**config.mk**
```make
export PLATFORM = sky130hd
export DESIGN_NAME = round_robin_tick_scheduler
export DESIGN_NICKNAME = d
export VERILOG_FILES = /design/src/sv/rrts_pkg.sv /design/src/sv/rrts_ctrl.sv /design/src/sv/rrts_datapath.sv /design/src/sv/round_robin_tick_scheduler.sv
export SDC_FILE = /design/constraint.sdc
export NUM_CORES = 1
export LEC_CHECK = 0
export BUFFER_PORTS_ARGS = -buffer_cell sky130_fd_sc_hd__buf_2
export CAP_MARGIN = 10
export CORE_UTILIZATION = 40
export DETAILED_ROUTE_END_ITERATION = 16
export PLACE_DENSITY_LB_ADDON = 0.1
export SYNTH_ARGS = -nofsm -noshare
export SYNTH_HDL_FRONTEND = slang
export SYNTH_SLANG_ARGS = --single-unit
```
**constraint.sdc**
```tcl
create_clock -name clock -period 9.8 [get_ports clock]
set_input_delay 2.94 -clock clock [delete_from_list [all_inputs] [get_ports clock]]
set_output_delay 2.94 -clock clock [all_outputs]
set_load 0.005 [all_outputs]
```
**src/sv/rrts_pkg.sv**
```systemverilog
// Package with shared constants, codes and types of the round-robin tick scheduler.
`default_nettype none
package rrts_pkg;

   localparam int RING_DEPTH_DEF = 16;
   localparam int ID_W = 16;
   localparam int DUR_W = 16;
   localparam int QUANTUM_W = 16;
   localparam int SLICE_W = 17;
   localparam logic [QUANTUM_W-1:0] QUANTUM_RST = 16'd4;
   localparam logic [SLICE_W-1:0] SLICE_MAX = '1;

   typedef enum logic [1:0] {
      EV_IDLE = 2'd0,
      EV_RAN  = 2'd1,
      EV_DONE = 2'd2,
      EV_ROT  = 2'd3
   } event_type;

   typedef enum logic [1:0] {
      ST_IDLE = 2'b01,
      ST_EXEC = 2'b10
   } state_type;

   typedef struct packed {
      logic accept;
      logic commit;
   } ctl_cmd_type;

endpackage
`default_nettype wire

```
**src/sv/rrts_ctrl.sv**
```systemverilog
// Controller state machine of the round-robin tick scheduler.
`default_nettype none
module rrts_ctrl
   import rrts_pkg::*;
(
   input  wire logic   clock,
   input  wire logic   reset,
   input  wire logic   req_tvalid,
   output logic        req_tready,
   output logic        rsp_tvalid,
   input  wire logic   rsp_tready,
   output ctl_cmd_type cmd
);

   state_type state_ff, state_in;
   logic      rsp_valid_ff, rsp_valid_in;

   always_comb begin
      state_in = state_ff;
      rsp_valid_in = rsp_valid_ff;
      req_tready = 1'b0;
      cmd = '0;
      if (rsp_valid_ff && rsp_tready) begin
         rsp_valid_in = 1'b0;
      end
      unique case (state_ff)
         ST_IDLE: begin
            req_tready = !reset;
            if (req_tvalid && !reset) begin
               cmd.accept = 1'b1;
               state_in = ST_EXEC;
            end
         end
         ST_EXEC: begin
            if (!rsp_valid_ff || rsp_tready) begin
               cmd.commit = 1'b1;
               rsp_valid_in = 1'b1;
               state_in = ST_IDLE;
            end
         end
         default: begin
            state_in = ST_IDLE;
         end
      endcase
   end

   always_ff @(posedge clock) begin
      if (reset) begin
         state_ff <= ST_IDLE;
         rsp_valid_ff <= 1'b0;
      end else begin
         state_ff <= state_in;
         rsp_valid_ff <= rsp_valid_in;
      end
   end

   assign rsp_tvalid = rsp_valid_ff;

endmodule
`default_nettype wire

```
**src/sv/rrts_datapath.sv**
```systemverilog
// Datapath of the round-robin tick scheduler: job ring memory, pointers, counters, result register.
`default_nettype none
module rrts_datapath
   import rrts_pkg::*;
#(
   parameter int RING_DEPTH = RING_DEPTH_DEF,
   localparam int PTR_W = $clog2(RING_DEPTH),
   localparam int OCC_W = $clog2(RING_DEPTH + 1)
) (
   input  wire logic                 clock,
   input  wire logic                 reset,
   input  wire ctl_cmd_type          cmd,
   input  wire logic                 arrive_valid,
   input  wire logic [ID_W-1:0]      arrive_id,
   input  wire logic [DUR_W-1:0]     arrive_duration,
   input  wire logic                 csr_write,
   input  wire logic [QUANTUM_W-1:0] csr_quantum,
   output logic [1:0]                event_res,
   output logic [ID_W-1:0]           job_id,
   output logic [DUR_W-1:0]          remaining,
   output logic                      overflow,
   output logic [OCC_W-1:0]          queued
);

   typedef struct packed {
      logic [DUR_W-1:0] rem;
      logic [ID_W-1:0]  id;
   } entry_type;

   entry_type ring_mem [RING_DEPTH];
   entry_type mem_q_ff;
   entry_type arrival_ff, arrival_in;
   entry_type head_entry;
   entry_type wr_data;
   logic [PTR_W-1:0] wr_addr;
   logic             wr_en;

   logic [PTR_W-1:0]     head_ptr_ff, head_ptr_in;
   logic [PTR_W-1:0]     tail_ptr_ff, tail_ptr_in;
   logic [OCC_W-1:0]     occ_ff, occ_in;
   logic [SLICE_W-1:0]   slice_ff, slice_in;
   logic [QUANTUM_W-1:0] quantum_ff, quantum_in;
   logic                 bypass_ff, bypass_in;
   logic                 ovf_ff, ovf_in;

   event_type        ev_out_ff, ev_out_in;
   logic [ID_W-1:0]  id_out_ff, id_out_in;
   logic [DUR_W-1:0] rem_out_ff, rem_out_in;
   logic             ovf_out_ff, ovf_out_in;
   logic [OCC_W-1:0] occ_out_ff, occ_out_in;

   logic can_push;
   logic busy;
   logic [SLICE_W-1:0] slice_inc;

   function automatic logic [PTR_W-1:0] next_ptr(input logic [PTR_W-1:0] p);
      next_ptr = (p == PTR_W'(RING_DEPTH - 1)) ? '0 : p + 1'b1;
   endfunction

   assign can_push = (occ_ff != OCC_W'(RING_DEPTH));
   assign busy = (occ_ff != '0);
   assign head_entry = bypass_ff ? arrival_ff : mem_q_ff;
   assign slice_inc = (slice_ff == SLICE_MAX) ? slice_ff : slice_ff + 1'b1;

   always_comb begin
      head_ptr_in = head_ptr_ff;
      tail_ptr_in = tail_ptr_ff;
      occ_in = occ_ff;
      slice_in = slice_ff;
      quantum_in = csr_write ? csr_quantum : quantum_ff;
      bypass_in = bypass_ff;
      ovf_in = ovf_ff;
      arrival_in = arrival_ff;
      ev_out_in = ev_out_ff;
      id_out_in = id_out_ff;
      rem_out_in = rem_out_ff;
      ovf_out_in = ovf_out_ff;
      occ_out_in = occ_out_ff;
      wr_en = 1'b0;
      wr_addr = tail_ptr_ff;
      wr_data = arrival_in;

      if (cmd.accept) begin
         arrival_in.id = arrive_id;
         arrival_in.rem = arrive_duration;
         wr_data = arrival_in;
         bypass_in = arrive_valid && !busy;
         ovf_in = arrive_valid && !can_push;
         if (arrive_valid && can_push) begin
            wr_en = 1'b1;
            tail_ptr_in = next_ptr(tail_ptr_ff);
            occ_in = occ_ff + 1'b1;
         end
      end

      if (cmd.commit) begin
         ev_out_in = EV_IDLE;
         id_out_in = '0;
         rem_out_in = '0;
         ovf_out_in = ovf_ff;
         bypass_in = 1'b0;
         if (busy) begin
            id_out_in = head_entry.id;
            if (slice_ff < {1'b0, quantum_ff}) begin
               slice_in = slice_inc;
               if (head_entry.rem != '0) begin
                  ev_out_in = EV_RAN;
                  rem_out_in = head_entry.rem - 1'b1;
                  wr_en = 1'b1;
                  wr_addr = head_ptr_ff;
                  wr_data.id = head_entry.id;
                  wr_data.rem = rem_out_in;
               end else begin
                  ev_out_in = EV_DONE;
                  head_ptr_in = next_ptr(head_ptr_ff);
                  occ_in = occ_ff - 1'b1;
               end
            end else begin
               ev_out_in = EV_ROT;
               rem_out_in = head_entry.rem;
               wr_en = 1'b1;
               wr_addr = tail_ptr_ff;
               wr_data = head_entry;
               head_ptr_in = next_ptr(head_ptr_ff);
               tail_ptr_in = next_ptr(tail_ptr_ff);
               slice_in = '0;
            end
         end else begin
            slice_in = slice_inc;
         end
         occ_out_in = occ_in;
      end
   end

   always_ff @(posedge clock) begin
      if (wr_en) begin
         ring_mem[wr_addr] <= wr_data;
      end
      mem_q_ff <= ring_mem[head_ptr_ff];
   end

   always_ff @(posedge clock) begin
      if (reset) begin
         head_ptr_ff <= '0;
         tail_ptr_ff <= '0;
         occ_ff <= '0;
         slice_ff <= '0;
         quantum_ff <= QUANTUM_RST;
         bypass_ff <= 1'b0;
      end else begin
         head_ptr_ff <= head_ptr_in;
         tail_ptr_ff <= tail_ptr_in;
         occ_ff <= occ_in;
         slice_ff <= slice_in;
         quantum_ff <= quantum_in;
         bypass_ff <= bypass_in;
      end
   end

   always_ff @(posedge clock) begin
      arrival_ff <= arrival_in;
      ovf_ff <= ovf_in;
      ev_out_ff <= ev_out_in;
      id_out_ff <= id_out_in;
      rem_out_ff <= rem_out_in;
      ovf_out_ff <= ovf_out_in;
      occ_out_ff <= occ_out_in;
   end

   assign event_res = ev_out_ff;
   assign job_id = id_out_ff;
   assign remaining = rem_out_ff;
   assign overflow = ovf_out_ff;
   assign queued = occ_out_ff;

endmodule
`default_nettype wire

```
**src/sv/round_robin_tick_scheduler.sv**
```systemverilog
// Top level of the round-robin tick scheduler.
//
// Each transaction on the req_ channel is one scheduler tick. It may carry one arriving
// job (flag in req_tuser, id and duration in req_tdata) that is appended to a ring of
// RING_DEPTH jobs, or dropped with the overflow flag set when the ring is full. The head
// job, if any, then runs, finishes or is rotated to the tail, and exactly one transaction on the
// rsp_ channel reports the event, the job, its remaining ticks and the ring occupancy.
// The csr_ channel writes the time slice length (quantum); the user must write it only while no
// tick is in flight, which the block itself does not enforce.
// A tick's result is registered: the accepting edge writes the arrival and reads the head
// entry from the ring memory's single read port; in the execute state the controller acts on
// the head, writes it back and loads the result. A new tick is accepted only once the previous
// one has left the execute state. The result waits in an output register; the
// next tick is accepted while it waits, and its result is held back until the receiver
// takes the previous one.
// Reset empties the ring, clears the slice counter and sets the quantum to 4; no channel
// accepts a transaction while reset is high. The ring memory is not cleared; its entries
// are only read once written.
`default_nettype none
module round_robin_tick_scheduler
   import rrts_pkg::*;
#(
   parameter int RING_DEPTH = RING_DEPTH_DEF,
   localparam int OCC_W = $clog2(RING_DEPTH + 1),
   localparam int RSP_BITS = ID_W + DUR_W + 1 + OCC_W,
   localparam int RSP_W = ((RSP_BITS + 7) / 8) * 8
) (
   input  wire logic                 clock,
   input  wire logic                 reset,
   input  wire logic                 req_tvalid,
   output logic                      req_tready,
   // arrive_id, arrive_duration
   input  wire logic [31:0]          req_tdata,
   // arrive_valid
   input  wire logic [0:0]           req_tuser,
   output logic                      rsp_tvalid,
   input  wire logic                 rsp_tready,
   // job_id, remaining, overflow, queued, zero fill
   output logic [RSP_W-1:0]          rsp_tdata,
   // event_res
   output logic [1:0]                rsp_tuser,
   input  wire logic                 csr_tvalid,
   output logic                      csr_tready,
   // quantum
   input  wire logic [QUANTUM_W-1:0] csr_tdata
);

   ctl_cmd_type      cmd;
   logic [ID_W-1:0]  job_id;
   logic [DUR_W-1:0] remaining;
   logic             overflow;
   logic [OCC_W-1:0] queued;

   assign csr_tready = !reset;

   rrts_ctrl u_ctrl (
      .clock      (clock),
      .reset      (reset),
      .req_tvalid (req_tvalid),
      .req_tready (req_tready),
      .rsp_tvalid (rsp_tvalid),
      .rsp_tready (rsp_tready),
      .cmd        (cmd)
   );

   rrts_datapath #(
      .RING_DEPTH (RING_DEPTH)
   ) u_datapath (
      .clock           (clock),
      .reset           (reset),
      .cmd             (cmd),
      .arrive_valid    (req_tuser[0]),
      .arrive_id       (req_tdata[ID_W-1:0]),
      .arrive_duration (req_tdata[ID_W+DUR_W-1:ID_W]),
      .csr_write       (csr_tvalid && csr_tready),
      .csr_quantum     (csr_tdata),
      .event_res       (rsp_tuser),
      .job_id          (job_id),
      .remaining       (remaining),
      .overflow        (overflow),
      .queued          (queued)
   );

   assign rsp_tdata = RSP_W'({queued, overflow, remaining, job_id});

endmodule
`default_nettype wire

```
-- After elaboration in Yosys (flattened, before gate mapping)
Memories as Yosys holds them, arrays and structs flattened. A register that Yosys moved wholly into a read port is not among the register bits.
Index checks and enable logic that the tools add are counted.
- $add $sub $neg: 6
- multiply operators: 0
- div/mod/pow operators: 0
- magnitude comparators: 1
- equal/unequal tests: 9
- shift operators: 0
- mux-type cells: 51
- bitwise operators: 0
- reductions and logical operators: 16
- operators with widths (kind ; number):
    $mux 32 ; 6
    $mux 4 ; 13
    $mux 17 ; 3
    $mux 16 ; 2
    $mux 5 ; 6
    $add 17x1->17 const B ; 1
    $eq 17x17->1 const B ; 1
    $lt 17x16->1 ; 1
    $mux 1 ; 16
    $reduce_bool 16->1 ; 1
    $sub 16x1->16 const B ; 1
    $add 4x1->4 const B ; 2
    $eq 4x4->1 const B ; 2
    $mux 2 ; 4
    $logic_and 1x1->1 ; 6
    $add 5x1->5 const B ; 1
    $ne 5x5->1 const B ; 1
    $reduce_bool 5->1 ; 1
    $sub 5x1->5 const B ; 1
    $logic_not 1->1 ; 4
    $ne 2x1->1 const B ; 2
    $pmux 2 s2 ; 1
    $reduce_and 3->1 ; 1
    $eq 2x1->1 const B ; 1
    other kinds (5) ; 5
- register bits after elaboration: 123
- bits in latches: 0
- memory bits (writable): 512
- bits in read-only memories: 0
- output and inout port bits: 45
- memories kept: 1
- memory list (name ; depth ; bits a word ; rd ports ; clocked after Yosys merged registers in ; wr ports ; line ; RTL):
    u_datapath.ring_mem ; 16 ; 32 ; 1 ; 1 ; 1 ; rrts_datapath.sv:30 ; entry_type ring_mem [RING_DEPTH];

-- Depth between registers and ports, before layout
Gate-level depths: netlist (run 1).
- depth after elaboration: 11
- mapped depth: 11

-- By module
A second synthesis (run 1) with hierarchy kept.
- cell total of the unflattened synthesis: 1447
- area total of the unflattened synthesis: 26566.7 µm²
- modules (own cells, without submodules) (module ; instances ; cells an instance ; area each (µm²) ; sequential area each (µm²)):
    rrts_datapath ; 1 ; 1428 ; 26396.6 ; 18828.1
    rrts_ctrl ; 1 ; 13 ; 133.9 ; 60.1
    round_robin_tick_scheduler ; 1 ; 6 ; 36.3 ; 0.0

-- Least setup slack after synthesis (run 1)
Ideal clock, no wire load.
- path kind: input-to-reg
- start: input port rsp_tready
- end: memory u_datapath.ring_mem[12][0] in the netlist's numbering, enable pin
- data arrival time: 6415 ps
- required time: 9328 ps
- setup slack: 2912 ps
- stages: 7
- cell sequence: nand2b_1 nand2_1 nor2_1 clkbuf_1 nand2_1 clkbuf_1 o32ai_1
- word-level cells in the longest chain between the ends: 6
- elaborated cells on any way between the ends: 7
- classes of those cells: mux: 6; reduce/logical: 1
- RTL lines (element ; line ; RTL):
    from (decl) ; round_robin_tick_scheduler.sv:37 ; input wire logic rsp_tready,
    $logic_or 1x1->1 * ; rrts_ctrl.sv:35 ; if (!rsp_valid_ff || rsp_tready) begin
    $mux 1 * ; rrts_ctrl.sv:35 ;
    $mux 1 * ; rrts_ctrl.sv:26 ; unique case (state_ff)
    $mux 1 ; rrts_datapath.sv:96 ; if (cmd.commit) begin
    $mux 1 ; rrts_datapath.sv:136 ; if (wr_en) begin
    $mux 1 (implied by the code) ; rrts_datapath.sv:137 ; ring_mem[wr_addr] <= wr_data;
    to (decl) ; rrts_datapath.sv:30 ;
Mark *: on every way between the ends. The rest lies on a longest branch, timed or not.

-- Final worst setup path (run 1)
- start: input port reset
- end: output port csr_tready
- word-level cells in the longest chain between the ends: 1
- RTL lines (element ; line ; RTL):
    from (decl) ; round_robin_tick_scheduler.sv:29 ; input wire logic reset,
    $logic_not 1->1 ; round_robin_tick_scheduler.sv:54 ; assign csr_tready = !reset;
    to (decl) ; round_robin_tick_scheduler.sv:43 ; output logic csr_tready,
No other way between the ends.

==> summary.txt, run 1 <==
Cells and area
  • Number of filler instances in the final layout: 5,580
  • Number of inserted diodes: 0
  • Area growth from synthesis to final layout: 16.1%
  • Ratio of cells with drive above 1 in the final layout: 29.0%
  • Final core occ: 47.1%
  • Area taken by flip-flops and latches: 0.0189 mm^2
  • Multi-input gate area in the final layout: 0.00729 mm^2
  • Total number of nets in the final design: 1,648

Setup path
  • Data required time at the worst endpoint: 6860 ps
  • Arrival time reported for the critical path endpoint: 3920 ps
  • Category of the worst setup path capture point: primary output
  • Startpoint kind of the worst setup timing path: primary input
  • Path type of the worst setup path: in2out
  • Maximum net fanout on the critical path: 32

STA
  • Worst hold margin: 438 ps
  • Final worst-path cycle share: 70.0%
  • Skew final: 18.2 ps
  • Post-route minimum period: 6860 ps
  • Final-report hold violation count: 0
  • Achievable clock frequency: 0.146 GHz
  • Worst slew margin: 24.7%
  • Total negative setup slack: 0 ps
  • Unrepaired setup endpoints after global routing: no
  • Worst slew pin tran: 1130 ps
  • Max-slew violation total from the final report: 0
  • Final setup violating endpoints: 0

Die
  • Overall die area: 0.0667 mm^2
  • Die W: 258 um
  • Std-Cell Rows: 93
  • Core area: 0.0647 mm^2
  • Initial core utilization: 40.6%
  • Vertical die dimension: 258 um
  • I/O Pins: 99

Logic synthesis
  • Post-synthesis cell area: 0.0263 mm^2
  • Async S/R FF share, synth: 0%
  • Count of flip-flops with a built-in enable after synthesis: 553
  • Fraction of the yosys area taken by sequential cells: 71.9%
  • Top FF cell, synth: edfxtp_1
  • Flops & latches, synth: 667
  • Total of warnings raised by yosys: 0
  • Post-Synthesis Mean Instance Area: 18.3 um^2
  • Post-Synthesis Cells: 1,435
  • Distinct cells, synth: 62

Placed design
  • Final estimated routing congestion in global placement: 0.775
  • Half-perimeter wire length after detailed placement: 33.5 mm
  • Buffers on Ports: 96

Routing
  • Average routed wire per standard cell: 24.5 um
  • Post-route DRC: 0
  • Via Count: 13,400
  • Number of DRC markers after the initial detailed-route iteration: 980
  • Routed vias/inst: 5.39
  • Final antenna-violating net count: 0
  • Iteration count of the initial detailed-routing pass: 5
  • Final WL: 61.1 mm

Global routing
  • Wire length of the first global-routing pass: 90.5 mm
  • Total GRT Usage: 18.6%
  • Overflow left after global routing: 0
  • Antenna violations before repair: 0
  • Pin count of the biggest net entering global routing: 48
  • Via count of the first global-routing pass: 13,800

CTS
  • Cells resized by post-CTS repair: 0
  • Clock network latency to the later pin of the worst-skew pair: 610 ps
  • TritonCTS sink count: 667
  • Post-cts hold buffer count: 0
  • Clock tree root buffer cell: clkbuf_16
  • Number of buffers added by the clock tree synthesis step: 74
  • Post-CTS setup buffers: 0
  • CTS H-Tree Depth: 3
  • Clock slew seen by the registers of the worst setup and hold paths: 60 ps
  • TritonCTS clock tree: done
  • Maximum number of buffers from clock root to sink: 3

Power and ir drop
  • PD cells: 207 mW/mm^2
  • Cell leakage power: 9.78 nW
  • Maximum vdd ir drop: 0.000119 V

Hold path
  • Worst min-delay path class: reg2reg

Status
  • Status: finished, final reports clean

Flow run
  • Max-capacitance violation count: 0
[final timing paths]
check / startpoint / endpoint / slack (ps) / cells past startpoint
setup / recovery: reset / csr_tready / 2940 / 3
hold / removal: u_datapath.ovf_ff$_DFFE_PP_ / u_datapath.overflow$_DFFE_PP_ / 440 / 0
setup reg to reg: u_datapath.bypass_ff$_SDFFE_PP0P_ / u_datapath.ring_mem[0][6]$_DFFE_PP_ / 4490 / 9
hold reg to reg: u_datapath.ovf_ff$_DFFE_PP_ / u_datapath.overflow$_DFFE_PP_ / 440 / 0
[metal layers]
layer | routed length (um) | global-route usage, %
met1 | 27000 | 25.5
met2 | 30500 | 31.0
met3 | 2640 | 2.81
met4 | 986 | 5.41
met5 | 0 | 0
[critical path, stage by stage]
cell	delay, ps
buf_2	490
inv_1	280
buf_2	200
[synthesized netlist by cell type (3+ instances only)]
library cell | count | share of area (%)
edfxtp_1 | 553 | 63
nand3b_1 | 5 | 0.14
nand2b_1 | 13 | 0.31
a31oi_1 | 5 | 0.12
o22ai_1 | 4 | 0.095
dfxtp_1 | 114 | 8.7
nand4_1 | 6 | 0.14
and3_1 | 9 | 0.21
a21o_1 | 3 | 0.086
clkbuf_1 | 49 | 0.70
a31o_2 | 3 | 0.10
buf_1 | 15 | 0.21
nor2_1 | 117 | 1.7
a21oi_1 | 55 | 1.0
o32ai_1 | 14 | 0.47
inv_1 | 26 | 0.37
a41oi_1 | 3 | 0.10
nor3b_1 | 3 | 0.086
nor3_1 | 16 | 0.30
xnor2_1 | 16 | 0.53
xor2_1 | 10 | 0.33
or3_1 | 9 | 0.21
nand2_1 | 36 | 0.51
buf_4 | 3 | 0.086
mux2i_1 | 52 | 2.0
nor2b_1 | 4 | 0.095
ha_1 | 22 | 1.0
o21ai_0 | 17 | 0.32
nand3_1 | 17 | 0.32
buf_2 | 4 | 0.076
or2_2 | 3 | 0.071
mux4_2 | 160 | 14
mux2_2 | 32 | 1.4
or4_1 | 3 | 0.086
[cell families (layout without fill, tap and decap cells)]
family                   Yosys count  after routing  share of synthesized area (%)
XOR/XNOR                          26             26                          0.867
adder cells (fa/ha/maj)           22             22                           1.05
flip-flops                       667            667                           71.9
multiplexers                     245            245                           17.1
other                              1              2                         0.0143
buffers and inverters             98            294                           1.49
AND/OR/NAND/NOR                  254            254                           4.65
AO/OA/AOI/OAI                    122            122                           2.92
[metrics by stage]
stage               setup WS, ps  area (um^2)  power (mW)  std cells
finish                      2940        30500        6.31       2487
global route                2830        30500        6.53       2487
CTS                         2900        30500        6.39       2483
detailed placement          2700        28100        3.68       2347
global placement            2850        28100        3.66       2347
floorplan                   2910        26300        3.54       1436
[power by group]
part,switching (mW),internal [mW]
sequential,0.0321,3.24
combinational,0.238,0.105
clock,1.10,1.59
[sequential cells by signal, indices dropped and copies added (netlist names)]
signal / cells
u_datapath.ring_mem: 512
u_datapath.arrival_ff: 32
u_datapath.mem_q_ff: 32
u_datapath.slice_ff: 17
u_datapath.job_id: 16
u_datapath.quantum_ff: 16
u_datapath.remaining: 16
u_datapath.occ_ff: 5
u_datapath.queued: 5
u_datapath.head_ptr_ff: 4
u_datapath.tail_ptr_ff: 4
u_ctrl.state_ff: 2
u_datapath.event_res: 2
u_ctrl.rsp_tvalid: 1
u_datapath.bypass_ff: 1
u_datapath.overflow: 1
u_datapath.ovf_ff: 1
[area by class of cell]
class	count	share of cell area, %
clock buffers	104	6.94
clock inverters	32	0.894
inverters	26	0.320
multi-input cells	671	23.9
flip-flops and latches	667	62.0
well taps	855	3.51
repair buffers	132	2.46
[layout by cell type, fill, tap and decap left out, drive strengths merged, types with 3 or more instances in the layout]
cell and instances:
buf 132, xnor2 16, ha 22, or2 3, nor2b 4, o32ai 14
a31o 3, a41oi 3, edfxtp 553, and3 9, a21oi 55, nor3b 3
nand4 7, xor2 10, mux2 33, nor3 18, mux4 160, nand3b 5
a31oi 6, nand2b 13, o21ai 20, o22ai 4, clkbuf 104, nand3 17
a21o 3, nor2 117, bufinv 3, clkinv 24, dfxtp 114, mux2i 52
or4 3, inv 29, or3 9, nand2 37
(Power assumes the default switching activity.)
==> inputs of run 2 (changes only) <==
==> constraint.sdc (replaced) <==
create_clock -name clock -period 5.6 [get_ports clock]
set_input_delay 1.68 -clock clock [delete_from_list [all_inputs] [get_ports clock]]
set_output_delay 1.68 -clock clock [all_outputs]
set_load 0.005 [all_outputs]
==> run 2 against run 1 <==
- sequential share of layout area decreased by 0.49 points
- combinational power increased by 100%
- final cell count increased by 1.2%
- worst setup slack got worse by 1600 ps
- sequential cell count unchanged
- utilization increased by 0.37 points
- worst hold slack got worse by 14 ps
- first-iteration DRC count decreased by 12%
- die area unchanged
==> summary.txt, run 2 (synthesis gave the netlist of run 1 again) <==
Status
  • Status: finished, final reports clean (unchanged)

Flow run
  • Max-capacitance violation count: 0 (unchanged)

Setup path
  • Arrival time reported for the critical path endpoint: 2560 ps (was 3920 ps)
  • Data required time at the worst endpoint: 3920 ps (was 6860 ps)
  • Maximum net fanout on the critical path: 31 (was 32)
  • Path type of the worst setup path: in2out (unchanged)
  • Category of the worst setup path capture point: primary output (unchanged)
  • Startpoint kind of the worst setup timing path: primary input (unchanged)

Power and ir drop
  • Cell leakage power: 9.94 nW (was 9.78 nW)
  • Total Power: 11.0 mW (was 6.31 mW)
  • PD cells: 359 mW/mm^2 (was 207 mW/mm^2)
  • Maximum vdd ir drop: 0.000209 V (was 0.000119 V)
  • Switching power: 2.42 mW (was 1.37 mW)
  • Switching portion of total power: 21.9% (was 21.7%)
  • Share of power burned in combinational logic: 6.2% (was 5.4%)
  • Flop pwr share: 52.0% (was 51.9%)
  • Cell Int Power: 8.60 mW (was 4.94 mW)
  • Clock power frac: 41.8% (was 42.7%)

STA
  • Final worst-path cycle share: 75.7%
  • Post-route minimum period: 4240 ps
  • Worst slew margin: 22.1% (was 24.7%)
  • Final-report hold violation count: 0 (unchanged)
  • Final setup violating endpoints: 0 (unchanged)
  • Final worst slack: 1360 ps (was 2940 ps)
  • Worst slew pin tran: 1170 ps (was 1130 ps)
  • Max-slew violation total from the final report: 0 (unchanged)
  • Unrepaired setup endpoints after global routing: no (unchanged)
  • Total negative setup slack: 0 ps (unchanged)
  • Skew final: 19.9 ps (was 18.2 ps)
  • Worst hold margin: 425 ps (was 438 ps)
  • Achievable clock frequency: 0.236 GHz

CTS
  • Cells resized by post-CTS repair: 0 (unchanged)
  • Clock network latency to the later pin of the worst-skew pair: 610 ps (about the same)
  • Post-cts hold buffer count: 0 (unchanged)
  • Number of buffers added by the clock tree synthesis step: 71 (was 74)
  • Maximum number of buffers from clock root to sink: 3 (unchanged)
  • TritonCTS sink count: 667 (unchanged)
  • CTS H-Tree Depth: 3 (unchanged)
  • Clock slew seen by the registers of the worst setup and hold paths: 60 ps (about the same)
  • TritonCTS clock tree: done (unchanged)
  • Post-CTS setup buffers: 0 (unchanged)
  • Clock tree root buffer cell: clkbuf_16 (unchanged)

Global routing
  • Wire length of the first global-routing pass: 91.9 mm (was 90.5 mm)
  • Pin count of the biggest net entering global routing: 63 (was 48)
  • Overflow left after global routing: 0 (unchanged)
  • Total GRT Usage: 18.9% (was 18.6%)
  • Via count of the first global-routing pass: 13,900 (was 13,800)
  • Antenna violations before repair: 0 (unchanged)

Die
  • Core area: 0.0647 mm^2 (unchanged)
  • Vertical die dimension: 258 um (unchanged)
  • Std-Cell Rows: 93 (unchanged)
  • Overall die area: 0.0667 mm^2 (unchanged)
  • I/O Pins: 99 (unchanged)
  • Die W: 258 um (unchanged)
  • Initial core utilization: 40.6% (unchanged)

Cells and area
  • Biggest regs: u_datapath.ring_mem x512, u_datapath.arrival_ff x32, u_datapath.mem_q_ff x32 (unchanged)
  • Highest-count cells in the layout ignoring fill and taps: edfxtp_1 (553), mux4_2 (160), nor2_1 (115), dfxtp_1 (109), buf_2 (96) (unchanged)
  • Ratio of cells with drive above 1 in the final layout: 30.4% (was 29.0%)
  • Most flops, register: u_datapath.ring_mem (unchanged)
  • Final non-filler cell area: 0.0307 mm^2 (was 0.0305 mm^2)
  • Total number of nets in the final design: 1,683 (was 1,648)
  • Area growth from synthesis to final layout: 17.0% (was 16.1%)
  • Number of inserted diodes: 0 (unchanged)
  • Most common cell after layout, fill and taps aside: edfxtp_1 (unchanged)
  • Max reg flops: 512 (unchanged)

Placed design
  • Worst slack at placement: 1040 ps (was 2700 ps)
  • DP Area: 0.0285 mm^2 (was 0.0281 mm^2)
  • Final estimated routing congestion in global placement: 0.829 (was 0.775)
  • Buffers on Ports: 96 (unchanged)
  • Half-perimeter wire length after detailed placement: 39.3 mm (was 33.5 mm)

Routing
  • Via Count: 13,400 (about the same)
  • Post-route DRC: 0 (unchanged)
  • Routed vias/inst: 5.32 (was 5.39)
  • Final antenna-violating net count: 0 (unchanged)
  • Final WL: 61.6 mm (was 61.1 mm)
  • Average routed wire per standard cell: 24.5 um (about the same)
  • Number of DRC markers after the initial detailed-route iteration: 866 (was 980)
  • Iteration count of the initial detailed-routing pass: 5 (unchanged)

Hold path
  • Worst min-delay path class: reg2reg (unchanged)
run 2: cell types whose count changed in the layout (fill, tap and decap cells not counted), sizes merged:
cell,delta
buf,+38
bufinv,+2
clkbuf,-16
clkinv,+6
inv,-1
run 2: area by class of cell:
type,instances,area [um^2]
clock buffer,88,1960
clock inverter,39,327
fill,5526,34000
inverter,26,97.6
multi-input combinational,671,7290
sequential,667,18900
tap,855,1070
timing repair buffer,170,1100
run 2: worst paths after layout:
| path | start | end | slack, ps | depth (start not counted) |
|---|---|---|---|---|
| hold / removal | u_datapath.ovf_ff$_DFFE_PP_ | u_datapath.overflow$_DFFE_PP_ | 420 | 0 |
| setup / recovery | reset | csr_tready | 1360 | 4 |
| hold reg to reg | u_datapath.ovf_ff$_DFFE_PP_ | u_datapath.overflow$_DFFE_PP_ | 420 | 0 |
| setup reg to reg | u_datapath.slice_ff[8]$_SDFFE_PP0P_ | u_datapath.ring_mem[5][29]$_DFFE_PP_ | 1410 | 11 |
run 2: per-layer routing:
metal / vias up / track usage, % / share of wire [%]
li1: 6087 / - / -
met1: 6999 / 25.0 / 44
met2: 215 / 32.0 / 51
met3: 90 / 3.00 / 2.9
met4: 0 / 5.69 / 2.4
met5: - / 0 / 0
run 2: per-stage QoR:
stage / std cells / util (%)
6_report: 2516 / 47.5
5_1_grt: 2516 / 47.5
2_1_floorplan: 1436 / -
3_3_place_gp: 2389 / 44.0
3_5_place_dp: 2389 / 44.0
4_1_cts: 2516 / 47.5
run 2: critical path, cell delays in order:
cell and delay (ps):
buf_2 110, buf_4 340, inv_1 240, buf_2 180
run 2: power groups by stage:
stage | logic [mW] | registers, mW | clock network, mW
floorplan | 0.376 | 5.81 | 0
global placement | 0.688 | 5.83 | 0
detailed placement | 0.703 | 5.83 | 0
CTS | 0.704 | 5.73 | 4.73
global route | 0.753 | 5.74 | 4.91
finish | 0.686 | 5.73 | 4.61
==> inputs of run 3 (changes only) <==
==> constraint.sdc (replaced) <==
create_clock -name clock -period 4.2 [get_ports clock]
set_input_delay 1.26 -clock clock [delete_from_list [all_inputs] [get_ports clock]]
set_output_delay 1.26 -clock clock [all_outputs]
set_load 0.005 [all_outputs]
==> run 3 against run 2 <==
- wire length grew 1.5%
- final cell count is essentially flat
- sequential power increased by 33%
- register-to-register slack got worse by 1000 ps
- worst hold slack improved by 6.6 ps
- critical path depth increased by 7
- sequential share of layout area hardly changed
- first-iteration DRC count up 1.0%
- sequential cell count unchanged
- critical path type is now reg2reg
- highest routed layer unchanged
==> summary.txt, run 3 (synthesis gave the netlist of run 1 again) <==
Status
  • Status: finished, final reports clean (unchanged)

Power and ir drop
  • Cell leakage power: 9.90 nW (was 9.94 nW)
  • Share of power burned in combinational logic: 5.9% (was 6.2%)
  • Flop pwr share: 52.7% (was 52.0%)
  • PD cells: 472 mW/mm^2 (was 359 mW/mm^2)
  • Cell Int Power: 11.3 mW (was 8.60 mW)
  • Switching portion of total power: 22.0% (was 21.9%)
  • Total Power: 14.5 mW (was 11.0 mW)
  • Switching power: 3.19 mW (was 2.42 mW)
  • Clock power frac: 41.5% (was 41.8%)
  • Maximum vdd ir drop: 0.000282 V (was 0.000209 V)

Setup path
  • Most frequent cell on the critical path: nand3_1 (was buf_2)
  • Data required time at the worst endpoint: 4450 ps (was 3920 ps)
  • Category of the worst setup path capture point: flip-flop (was primary output)
  • Maximum net fanout on the critical path: 26 (was 31)
  • Cell-by-cell listing of the critical path: inv_1, ha_1, nand3_1, or3_1, a211o_1, a31oi_2, nor2_1, o21ai_2, nand3_1, o22ai_4, buf_4 (was buf_2, buf_4, inv_1, buf_2)
  • Path type of the worst setup path: reg2reg (was in2out)
  • Slowest cell on crit path: buf_4 (unchanged)
  • Delay of the slowest cell on the worst path: 430 ps (was 340 ps)
  • Register-to-register setup slack: 380 ps (was 1410 ps)
  • Startpoint kind of the worst setup timing path: flip-flop (was primary input)
  • Arrival time reported for the critical path endpoint: 4070 ps (was 2560 ps)

Placed design
  • Buffers on Ports: 96 (unchanged)
  • Final estimated routing congestion in global placement: 0.817 (was 0.829)
  • Half-perimeter wire length after detailed placement: 37.6 mm (was 39.3 mm)
  • Placed Cells: 2,386 (was 2,389)

STA
  • Max-slew violation total from the final report: 0 (unchanged)
  • Total negative setup slack: 0 ps (unchanged)
  • Skew final: 17.0 ps (was 19.9 ps)
  • Final setup violating endpoints: 0 (unchanged)
  • Worst slew pin tran: 1230 ps (was 1170 ps)
  • Worst slew margin: 18.1% (was 22.1%)
  • Achievable clock frequency: 0.262 GHz
  • Final worst-path cycle share: 91.0%
  • Final-report hold violation count: 0 (unchanged)
  • Post-route minimum period: 3820 ps
  • Unrepaired setup endpoints after global routing: no (unchanged)

CTS
  • Post-CTS setup buffers: 0 (unchanged)
  • TritonCTS clock tree: done (unchanged)
  • Post-cts hold buffer count: 0 (unchanged)
  • Cells resized by post-CTS repair: 0 (unchanged)
  • Clock network latency to the later pin of the worst-skew pair: 600 ps (was 610 ps)
  • TritonCTS sink count: 667 (unchanged)
  • Clock slew seen by the registers of the worst setup and hold paths: 60 ps (about the same)
  • Maximum number of buffers from clock root to sink: 3 (unchanged)
  • Number of buffers added by the clock tree synthesis step: 71 (unchanged)
  • Clock tree root buffer cell: clkbuf_16 (unchanged)
  • CTS H-Tree Depth: 3 (unchanged)

Global routing
  • Via count of the first global-routing pass: 14,300 (was 13,900)
  • Overflow left after global routing: 0 (unchanged)
  • Antenna violations before repair: 0 (unchanged)
  • Total GRT Usage: 19.2% (was 18.9%)
  • Pin count of the biggest net entering global routing: 60 (was 63)
  • Wire length of the first global-routing pass: 94.0 mm (was 91.9 mm)

Cells and area
  • Highest-count cells in the layout ignoring fill and taps: edfxtp_1 (553), mux4_2 (160), nor2_1 (115), dfxtp_1 (109), buf_2 (96) (unchanged)
  • Max reg flops: 512 (unchanged)
  • Most common cell after layout, fill and taps aside: edfxtp_1 (unchanged)
  • Total number of nets in the final design: 1,682 (was 1,683)
  • Number of filler instances in the final layout: 5,524 (was 5,526)
  • Non-filler instance count after layout: 2,517 (was 2,516)
  • Area taken by flip-flops and latches: 0.0189 mm^2 (unchanged)
  • Number of inserted diodes: 0 (unchanged)
  • Multi-input gate area in the final layout: 0.00729 mm^2 (unchanged)
  • Ratio of cells with drive above 1 in the final layout: 30.1% (was 30.4%)
  • Most flops, register: u_datapath.ring_mem (unchanged)
  • Area growth from synthesis to final layout: 17.0% (about the same)
  • Biggest regs: u_datapath.ring_mem x512, u_datapath.arrival_ff x32, u_datapath.mem_q_ff x32 (unchanged)

Die
  • Overall die area: 0.0667 mm^2 (unchanged)
  • Initial core utilization: 40.6% (unchanged)
  • Std-Cell Rows: 93 (unchanged)
  • I/O Pins: 99 (unchanged)
  • Vertical die dimension: 258 um (unchanged)
  • Die W: 258 um (unchanged)
  • Core area: 0.0647 mm^2 (unchanged)

Hold path
  • Worst min-delay path class: reg2reg (unchanged)

Routing
  • Final antenna-violating net count: 0 (unchanged)
  • Routed vias/inst: 5.37 (was 5.32)
  • Via Count: 13,500 (was 13,400)
  • Iteration count of the initial detailed-routing pass: 5 (unchanged)
  • Average routed wire per standard cell: 24.8 um (was 24.5 um)
  • Number of DRC markers after the initial detailed-route iteration: 875 (was 866)
  • Final WL: 62.5 mm (was 61.6 mm)
  • Post-route DRC: 0 (unchanged)

Flow run
  • Max-capacitance violation count: 0 (unchanged)
## run 3: changes by cell type in the layout (fill, tap and decap cells not counted), sizes merged
| cell | previous run | this run |
|---|---|---|
| clkbuf | 88 | 92 |
| bufinv | 5 | 4 |
| clkinv | 30 | 28 |
| inv | 28 | 27 |
| buf | 170 | 169 |
| clkinvlp | 2 | 4 |
## run 3: cell type report
type | instances | share of cell area [%]
flip-flops and latches | 667 | 61.5
multi-input cells | 671 | 23.7
clock buffers | 92 | 6.24
repair buffers | 169 | 3.75
well taps | 855 | 3.48
clock inverters | 37 | 0.977
inverters | 26 | 0.330
## run 3: path summary, 6_finish.rpt
kind,cells after the start,endpoint,startpoint
hold / removal,0,u_datapath.overflow$_DFFE_PP_,u_datapath.ovf_ff$_DFFE_PP_
setup reg to reg,11,u_datapath.ring_mem[13][16]$_DFFE_PP_,u_datapath.quantum_ff[10]$_SDFFE_PP0P_
setup / recovery,11,u_datapath.ring_mem[13][16]$_DFFE_PP_,u_datapath.quantum_ff[10]$_SDFFE_PP0P_
hold reg to reg,0,u_datapath.overflow$_DFFE_PP_,u_datapath.ovf_ff$_DFFE_PP_
## run 3: per-layer routing
metal  wire length [um]  track usage [%]  up-vias
li1                   -                -     6084
met1              28000             26.7     7044
met2              30400             31.3      298
met3               2830             3.19       87
met4               1280             5.72        0
met5                  0                0        -
## run 3: power groups by stage
stage / Sequential [mW] / Combinational, mW / Clock [mW]
after floorplan: 7.75 / 0.508 / 0
after global placement: 7.78 / 0.836 / 0
after detailed placement: 7.78 / 0.862 / 0
after CTS: 7.64 / 0.866 / 6.18
after global routing: 7.66 / 0.946 / 6.42
final: 7.64 / 0.854 / 6.01
## run 3: metrics by stage
step | setup WS [ps] | util, % | area (um^2) | hold WS, ps
floorplan | -255 | - | 26500 | 400
global placement | 392 | 44.1 | 28500 | 415
detailed placement | 357 | 44.1 | 28500 | 417
CTS | 338 | 47.5 | 30700 | 431
global route | 125 | 47.5 | 30700 | 443
finish | 377 | 47.5 | 30700 | 431
## run 3: critical path: cells and delay by family (launching register included)
family | cells | cell delay, ps
simple gates | 4 | 1050
flops | 1 | 330
buf+inv | 2 | 480
compound gates | 4 | 1330
fa+ha+maj | 1 | 280
